File: config.mk
export PLATFORM = sky130hd
export DESIGN_NAME = string_crc64_prime_hasher
export DESIGN_NICKNAME = d
export VERILOG_FILES = /design/src/hw/rtl/sch_pkg.sv /design/src/hw/rtl/sch_core.sv /design/src/hw/rtl/sch_out_stage.sv /design/src/hw/rtl/string_crc64_prime_hasher.sv
export SDC_FILE = /design/constraint.sdc
export NUM_CORES = 2
export LEC_CHECK = 0
export ABC_AREA = 1
export BUFFER_PORTS_ARGS = -buffer_cell sky130_fd_sc_hd__buf_2
export CAP_MARGIN = 20
export CORE_MARGIN = 2
export CORE_UTILIZATION = 35
export CTS_CLUSTER_DIAMETER = 80
export DETAILED_ROUTE_END_ITERATION = 10
export GPL_ROUTABILITY_DRIVEN = 0
export SLEW_MARGIN = 20
export SYNTH_ARGS = -nofsm -noshare
export SYNTH_HDL_FRONTEND = slang
export SYNTH_HIERARCHICAL = 1
export SYNTH_SLANG_ARGS = --single-unit
File: constraint.sdc
create_clock -name clk -period 33.4 [get_ports clk]
set_input_delay 0 -clock clk [delete_from_list [all_inputs] [get_ports clk]]
set_output_delay 0 -clock clk [all_outputs]
set_load 0.05 [all_outputs]
File: src/hw/rtl/sch_pkg.sv
package sch_pkg;

  localparam logic [31:0] POLY_HIGH    = 32'h0060_0340;
  localparam logic [31:0] POLY_LOW_NEW = 32'h00F0_D50B;
  localparam logic [31:0] POLY_LOW_OLD = 32'h00F0_D50A;
  localparam logic [63:0] SEED_CRC     = 64'hFAC4_32B1_0CD5_E44A;
  localparam logic [22:0] MOD_ONE      = 23'd7834891;
  localparam logic [22:0] MOD_TWO      = 23'd6017489;
  localparam logic [22:0] SEED_RES_ONE = 23'h34_629D;
  localparam logic [22:0] SEED_RES_TWO = 23'h73_95DD;
  localparam logic [31:0] SEED_MIX     = 32'h1A3F_5C4F;
  localparam logic [31:0] LOW31        = 32'h7FFF_FFFF;
  localparam logic [31:0] TOP_BIT      = 32'h8000_0000;

  // floor(2^31 / m); quotient estimate from it is low by at most one
  localparam logic [8:0] RECIP_ONE = 9'((64'd1 << 31) / {41'd0, MOD_ONE});
  localparam logic [8:0] RECIP_TWO = 9'((64'd1 << 31) / {41'd0, MOD_TWO});

  // hash_method codes; the unused code hashes like the prime method
  localparam logic [1:0] METHOD_CRC     = 2'd0;
  localparam logic [1:0] METHOD_OLD_CRC = 2'd1;
  localparam logic [1:0] METHOD_PRIME   = 2'd2;

  typedef struct packed {
    logic [7:0] byte_value;
    logic       has_byte;
    logic       last;
  } in_word_t;

  typedef struct packed {
    logic [31:0] hash_first;
    logic [31:0] hash_second;
  } out_word_t;

  // CRC table entry built from the polynomial, returned as {hi, lo}
  function automatic logic [63:0] crc_entry(input logic [7:0] idx, input logic old_poly);
    logic [63:0] v;
    v = '0;
    for (int j = 7; j >= 0; j--) begin
      if (idx[j]) begin
        v = v ^ {(old_poly ? POLY_LOW_OLD : POLY_LOW_NEW), POLY_HIGH};
      end
      v = {v[62:0], 1'b0};
    end
    return {v[31:0], v[63:32]};
  endfunction

  // (r * b) mod m: full product, quotient estimate by reciprocal, one fixup.
  // Any 23-bit r works, the product stays below 2^31.
  function automatic logic [22:0] mul_mod(input logic [22:0] r, input logic [7:0] b,
                                          input logic [22:0] m, input logic [8:0] recip);
    logic [30:0] prod;
    logic [39:0] scaled;
    logic [8:0]  quot;
    logic [31:0] rem;
    prod   = {8'd0, r} * {23'd0, b};
    scaled = {9'd0, prod} * {31'd0, recip};
    quot   = scaled[39:31];
    rem    = {1'b0, prod} - ({23'd0, quot} * {9'd0, m});
    if (rem >= {9'd0, m}) begin
      rem = rem - {9'd0, m};
    end
    return rem[22:0];
  endfunction

  function automatic logic [31:0] crc_fold(input logic [31:0] w);
    return w[31] ? ((w & LOW31) | 32'd1) : w;
  endfunction

endpackage

File: src/hw/rtl/sch_core.sv
module sch_core (
  input  logic              clk,
  input  logic              rst_n,
  input  logic              fire,
  input  sch_pkg::in_word_t in_word,
  input  logic [1:0]        hash_method,
  output logic              emit,
  output sch_pkg::out_word_t result
);

  logic [63:0] crc_r, crc_nxt;
  logic [22:0] res_one_r, res_one_nxt;
  logic [22:0] res_two_r, res_two_nxt;
  logic [31:0] mix_r, mix_nxt;

  logic [63:0] entry;
  logic [31:0] hi_new, lo_new, sra23;
  logic [63:0] crc_abs;
  logic [22:0] res_one_abs, res_two_abs;
  logic [31:0] mix_abs;

  // absorb one byte
  always_comb begin
    entry  = sch_pkg::crc_entry(crc_r[63:56], hash_method == sch_pkg::METHOD_OLD_CRC);
    hi_new = {crc_r[55:32], 8'h00} ^ {24'h0, crc_r[31:24]} ^ entry[63:32];
    lo_new = {crc_r[23:0], 8'h00} ^ {24'h0, in_word.byte_value} ^ entry[31:0];
    sra23  = 32'($signed(mix_r) >>> 23);
    if (in_word.has_byte) begin
      crc_abs     = {hi_new, lo_new};
      res_one_abs = sch_pkg::mul_mod(res_one_r, in_word.byte_value, sch_pkg::MOD_ONE,
                                     sch_pkg::RECIP_ONE);
      res_two_abs = sch_pkg::mul_mod(res_two_r, in_word.byte_value, sch_pkg::MOD_TWO,
                                     sch_pkg::RECIP_TWO);
      mix_abs     = {mix_r[26:0], 5'b0} ^ {24'h0, in_word.byte_value} ^ sra23;
    end else begin
      crc_abs     = crc_r;
      res_one_abs = res_one_r;
      res_two_abs = res_two_r;
      mix_abs     = mix_r;
    end
  end

  // finish from the post-absorb state
  always_comb begin
    case (hash_method) inside
      sch_pkg::METHOD_CRC, sch_pkg::METHOD_OLD_CRC: begin
        result.hash_first  = sch_pkg::crc_fold(crc_abs[63:32]) | sch_pkg::TOP_BIT;
        result.hash_second = sch_pkg::crc_fold(crc_abs[31:0]);
      end
      default: begin
        result.hash_first  = ({9'h0, res_one_abs} ^ {mix_abs[17:0], 14'h0}) & sch_pkg::LOW31;
        result.hash_second = ({9'h0, res_two_abs} ^ {mix_abs[11:0], 20'h0}) & sch_pkg::LOW31;
      end
    endcase
  end

  assign emit = fire && in_word.last;

  always_comb begin
    crc_nxt     = crc_r;
    res_one_nxt = res_one_r;
    res_two_nxt = res_two_r;
    mix_nxt     = mix_r;
    if (emit) begin
      crc_nxt     = sch_pkg::SEED_CRC;
      res_one_nxt = sch_pkg::SEED_RES_ONE;
      res_two_nxt = sch_pkg::SEED_RES_TWO;
      mix_nxt     = sch_pkg::SEED_MIX;
    end else if (fire) begin
      crc_nxt     = crc_abs;
      res_one_nxt = res_one_abs;
      res_two_nxt = res_two_abs;
      mix_nxt     = mix_abs;
    end
  end

  always_ff @(posedge clk) begin
    if (!rst_n) begin
      crc_r     <= sch_pkg::SEED_CRC;
      res_one_r <= sch_pkg::SEED_RES_ONE;
      res_two_r <= sch_pkg::SEED_RES_TWO;
      mix_r     <= sch_pkg::SEED_MIX;
    end else begin
      crc_r     <= crc_nxt;
      res_one_r <= res_one_nxt;
      res_two_r <= res_two_nxt;
      mix_r     <= mix_nxt;
    end
  end

  // residues are reduced once a byte is in; the second seed sits above its prime
  a_res_one_reduced: assert property (@(posedge clk) disable iff (!rst_n)
    res_one_r < sch_pkg::MOD_ONE) else $error("residue_one not reduced");
  a_res_two_reduced: assert property (@(posedge clk) disable iff (!rst_n)
    (res_two_r < sch_pkg::MOD_TWO) || (res_two_r == sch_pkg::SEED_RES_TWO))
    else $error("residue_two not reduced");
  a_crc_top_set: assert property (@(posedge clk) disable iff (!rst_n)
    (emit && (hash_method == sch_pkg::METHOD_CRC || hash_method == sch_pkg::METHOD_OLD_CRC))
      |-> result.hash_first[31]) else $error("CRC first word lacks top bit");
  a_second_top_clear: assert property (@(posedge clk) disable iff (!rst_n)
    emit |-> !result.hash_second[31]) else $error("second word top bit set");
  a_reseed: assert property (@(posedge clk) disable iff (!rst_n)
    emit |=> (crc_r == sch_pkg::SEED_CRC && mix_r == sch_pkg::SEED_MIX))
    else $error("state not reseeded after a result");

endmodule

File: src/hw/rtl/sch_out_stage.sv
module sch_out_stage (
  input  logic               clk,
  input  logic               rst_n,
  input  logic               load,
  input  sch_pkg::out_word_t load_word,
  output logic               can_load,
  output logic               out_valid,
  input  logic               out_ready,
  output sch_pkg::out_word_t out_data
);

  logic               valid_r, valid_nxt;
  sch_pkg::out_word_t data_r;

  // free when empty or being drained this cycle
  assign can_load = !valid_r || out_ready;

  always_comb begin
    valid_nxt = valid_r;
    if (load) begin
      valid_nxt = 1'b1;
    end else if (out_ready) begin
      valid_nxt = 1'b0;
    end
  end

  always_ff @(posedge clk) begin
    if (!rst_n) begin
      valid_r <= 1'b0;
    end else begin
      valid_r <= valid_nxt;
    end
  end

  always_ff @(posedge clk) begin
    if (load) begin
      data_r <= load_word;
    end
  end

  assign out_valid = valid_r;
  assign out_data  = data_r;

endmodule

File: src/hw/rtl/string_crc64_prime_hasher.sv
// String hasher: two 32-bit hash words per string.
// in_*  : one word per string byte (byte_value, has_byte, last), valid/ready.
//         has_byte = 0 absorbs nothing; last = 1 closes the string.
// out_* : one word {hash_first, hash_second} per closed string, valid/ready.
// cfg_* : writes hash_method (0 CRC64, 1 old CRC64, 2 prime hash; 3 acts as 2).
//         Always ready; write only while no string result is pending.
// Throughput: one input word per cycle while in_ready is high. The byte
// absorb (CRC step, two modular products reduced by a reciprocal quotient
// estimate, mixer) is one registered update per word.
// Latency: the result is registered and shows on out_valid the cycle after
// the closing word is accepted.
// Stall: the result register holds while out_ready is low; in_ready drops
// only if a result is held and not being taken, so input keeps flowing
// through non-closing words only when the result register is free.
// Reset (rst_n low, synchronous): method = CRC64, hash state at its seeds,
// no result pending. After every result the hash state reseeds.
module string_crc64_prime_hasher (
  input  logic               clk,
  input  logic               rst_n,
  input  logic               in_valid,
  output logic               in_ready,
  input  sch_pkg::in_word_t  in_data,
  output logic               out_valid,
  input  logic               out_ready,
  output sch_pkg::out_word_t out_data,
  input  logic               cfg_valid,
  output logic               cfg_ready,
  input  logic [1:0]         cfg_data
);

  logic [1:0]         method_r;
  logic               fire;
  logic               emit;
  logic               can_load;
  sch_pkg::out_word_t result;

  assign cfg_ready = 1'b1;

  always_ff @(posedge clk) begin
    if (!rst_n) begin
      method_r <= sch_pkg::METHOD_CRC;
    end else if (cfg_valid) begin
      method_r <= cfg_data;
    end
  end

  // a word is taken whenever the result register can absorb a new result
  assign in_ready = can_load;
  assign fire     = in_valid && in_ready;

  sch_core u_core (
    .clk         (clk),
    .rst_n       (rst_n),
    .fire        (fire),
    .in_word     (in_data),
    .hash_method (method_r),
    .emit        (emit),
    .result      (result)
  );

  sch_out_stage u_out (
    .clk       (clk),
    .rst_n     (rst_n),
    .load      (emit),
    .load_word (result),
    .can_load  (can_load),
    .out_valid (out_valid),
    .out_ready (out_ready),
    .out_data  (out_data)
  );

  a_last_gives_result: assert property (@(posedge clk) disable iff (!rst_n)
    (fire && in_data.last) |=> out_valid) else $error("closing word gave no result");
  a_stall_blocks_input: assert property (@(posedge clk) disable iff (!rst_n)
    (out_valid && !out_ready) |-> !in_ready) else $error("input taken over held result");
  a_idle_no_result: assert property (@(posedge clk) disable iff (!rst_n)
    (!out_valid && !(fire && in_data.last)) |=> !out_valid)
    else $error("result without closing word");

endmodule

==> metrics.txt <==
peak fanout along the critical path=38; clock buffer count from CTS=22; library cell with the highest instance count after synthesis=inv_1; Final Cycle Share=0.496; data required time of the worst path=about 34000 ps; maximum clock skew at final layout=about 14 ps; measured slew at the worst slew-check pin=between 1000 and 1500 ps; Netlist cell types=66; via count of the first global-routing pass=approximately 32000; critical path's most frequent cell=inv_1; antenna-violating nets left=0; first-pass GRT wire length=178000 um; average instance area after synthesis=roughly 7.7 um^2; total nets after synthesis=slightly above 6000; sequential cell area fraction in the yosys report=0.122; fin cells=about 6600; most used standard cells in the synthesized netlist=1193 x inv_1, 1000 x nand2_1, 485 x ha_1, 480 x fa_1, 310 x a21oi_1; arrival time worst endpoint=16850 ps; timing startpoint of the critical path=u_core/res_two_r[0]$_SDFFE_PP1P_; cell with the largest stage delay on the worst path=nand3_2; capturing instance or port of the critical path=u_out/out_data[21]$_DFFE_PP_; count of port buffers added during placement=between 80 and 90; critical register-to-register path startpoint=u_core/res_two_r[0]$_SDFFE_PP1P_; Setup-failing EPs final=0; Worst R2R Setup Slack=about 17000 ps; floorplan die height=~340 um; kind of launch point of the worst setup path=register; CTS HTree Levels=1; length of the first detailed-routing pass in iterations=8; starting density of the core=0.352; library cell occupying the most area in the post-synthesis netlist=fa_1; Max Fclk=60.4 MHz; aggregate routed wire length=roughly 110000 um; RSZ-0062 raised after global routing=false; per-cell routed wire length=about 17 um; Fin. Hold Viols=0; setup total negative slack=0 ps; Root Driver=clkbuf_16; status=complete, no violations; via density per instance=4.90; post-detail-place hpwl=between 80000 and 90000 um; reg2reg path depth=71; Rel. slew slack=0.268; synthesized instance count=5155; clock insertion delay at the later pin of the skew report=between 500 and 600 ps; share of the synthesized area in the top cell type=0.243; number of buffers inserted by post-CTS setup repair=0; kind of end point of the critical path=register; HP Class=in -> reg; count of maximum capacitance violations=0; CORE AREA=between 0.1 and 0.15 mm^2; synth top area cells=fa_1 24%, ha_1 15%, inv_1 11%, nand2_1 9.5%, dfxtp_1 7.3%; clk slew on worst S/H paths=70 ps; residual DRC count=0; number of sinks driven by the clock tree=approximately 210; Top FF cell, synth=dfxtp_1; area of the die=about 0.12 mm^2; IO Pins=between 80 and 90; fin util=0.373; synthesis-stage register bit count=209; critical path type=reg -> reg; number of nets at the end of the flow=~6100; capture point of the worst reg-to-reg path=u_out/out_data[21]$_DFFE_PP_; die width=about 340 um; routed via count=about 32000; antenna diode instance count=0; time the final worst path needs with I/O delays and setup=16560 ps; number of synthesized flops with an enable pin=64; maximum number of pins on one net before global-route repair=just under 100; Max Slew Vio Count=0; total routing usage reported by global routing=0.190; synthesized area=just under 0.04 mm^2; clock tree from TritonCTS=yes; proportion of register bits with asynchronous set or reset after synthesis=0; cell row count=~120; number of buffers between clock root and the deepest sink=3; number of antenna violations at the first check in global routing=3; Congestion Overflow GR=0; detailed router's first-iteration violation count=2394; area added between synthesis and finish=5.89%; share of final-layout standard cells stronger than drive strength 1=0.0540; delay of the slowest critical-path stage=680 ps; Yosys warning total=6; number of placed instances with taps included=~6600
[how the worst min path moves through the flow]
stage,depth (start not counted),end,start
after global placement,3,method_r[0]$_SDFFE_PN0P_,cfg_valid
final,3,u_out/out_data[18]$_DFFE_PP_,in_data[1]
after CTS,3,u_out/out_data[18]$_DFFE_PP_,in_data[1]
after global routing,3,u_out/out_data[18]$_DFFE_PP_,in_data[1]
after floorplan,2,method_r[0]$_SDFFE_PN0P_,rst_n
after detailed placement,3,method_r[0]$_SDFFE_PN0P_,cfg_valid
[registers in the layout, summed over array words and instances, names as in the netlist]
register	flops
u_core/res_two_r	23
u_core/res_one_r	23
u_out/out_valid	1
u_core/mix_r	32
method_r	2
u_core/crc_r	64
u_out/out_data	64
[cell type report]
type	instances	area, um^2
Fill cell	11800	70500
Multi-Input combinational cell	3546	29300
Sequential cell	209	4830
Inverter	1201	4510
Tap cell	1500	1880
Timing Repair Buffer	115	679
Clock buffer	27	569
Clock inverter	13	120
[metal layers]
layer  up-vias  GRT usage  share of wire
li1      15900          -              -
met1     15700      0.267           0.46
met2       761      0.317           0.47
met3       110     0.0204          0.051
met4         2     0.0363          0.021
met5         -          0       0.000091
[stage by stage]
step | hold WS, ps | instance area [um^2] | worst slack, ps
4_1_cts | 24.5 | 41900 | 16760
2_1_floorplan | 120 | 39500 | 19160
5_1_grt | 75.1 | 41900 | 15160
3_3_place_gp | 268 | 41100 | 16960
3_5_place_dp | 284 | 41100 | 16670
6_report | 47.6 | 41900 | 16840
[cell usage in the layout, fill, tap and decap left out, drive strengths merged, types with 64 or more instances in the layout]
cell       n
inv     1199
nand2   1032
ha       485
fa       480
a21oi    316
o21ai    243
nor2     198
nand3    184
xor2     160
dfxtp    145
xnor2    115
buf      109
o211ai   105
edfxtp    64
[worst max-delay path, delay by kind of cell, from the launching register on]
family / cells / cell delay [ps]
and+or+nand+nor: 23 / 3410
DFF: 1 / 570
adders and majority gates: 17 / 7410
xor gates and xnor gates: 3 / 1460
buffers and inverters: 16 / 1280
AOI/OAI and AO/OA: 12 / 2160
[cell families (layout without fill, tap and decap cells)]
kind of cell	after synthesis	in the layout	share of synthesized area
and+or+nand+nor	1513	1513	0.163
buffers and inverters	1400	1356	0.138
adders and majority gates	965	965	0.397
AOI/OAI and AO/OA	790	790	0.118
xor gates and xnor gates	275	275	0.0626
DFF	209	209	0.122
other	2	2	0.000190
muxes	1	1	0.000253
[what timing repair did]
| item | in CTS | in global routing |
|---|---|---|
| hold buffers | 6 | 0 |
| resized for setup | 0 | 0 |
| endpoints found under the hold margin | 3 | 0 |
Power is left out: the tool's default activity adds up to more than one toggle a clock period on the data nets, which glitch-free logic cannot reach.
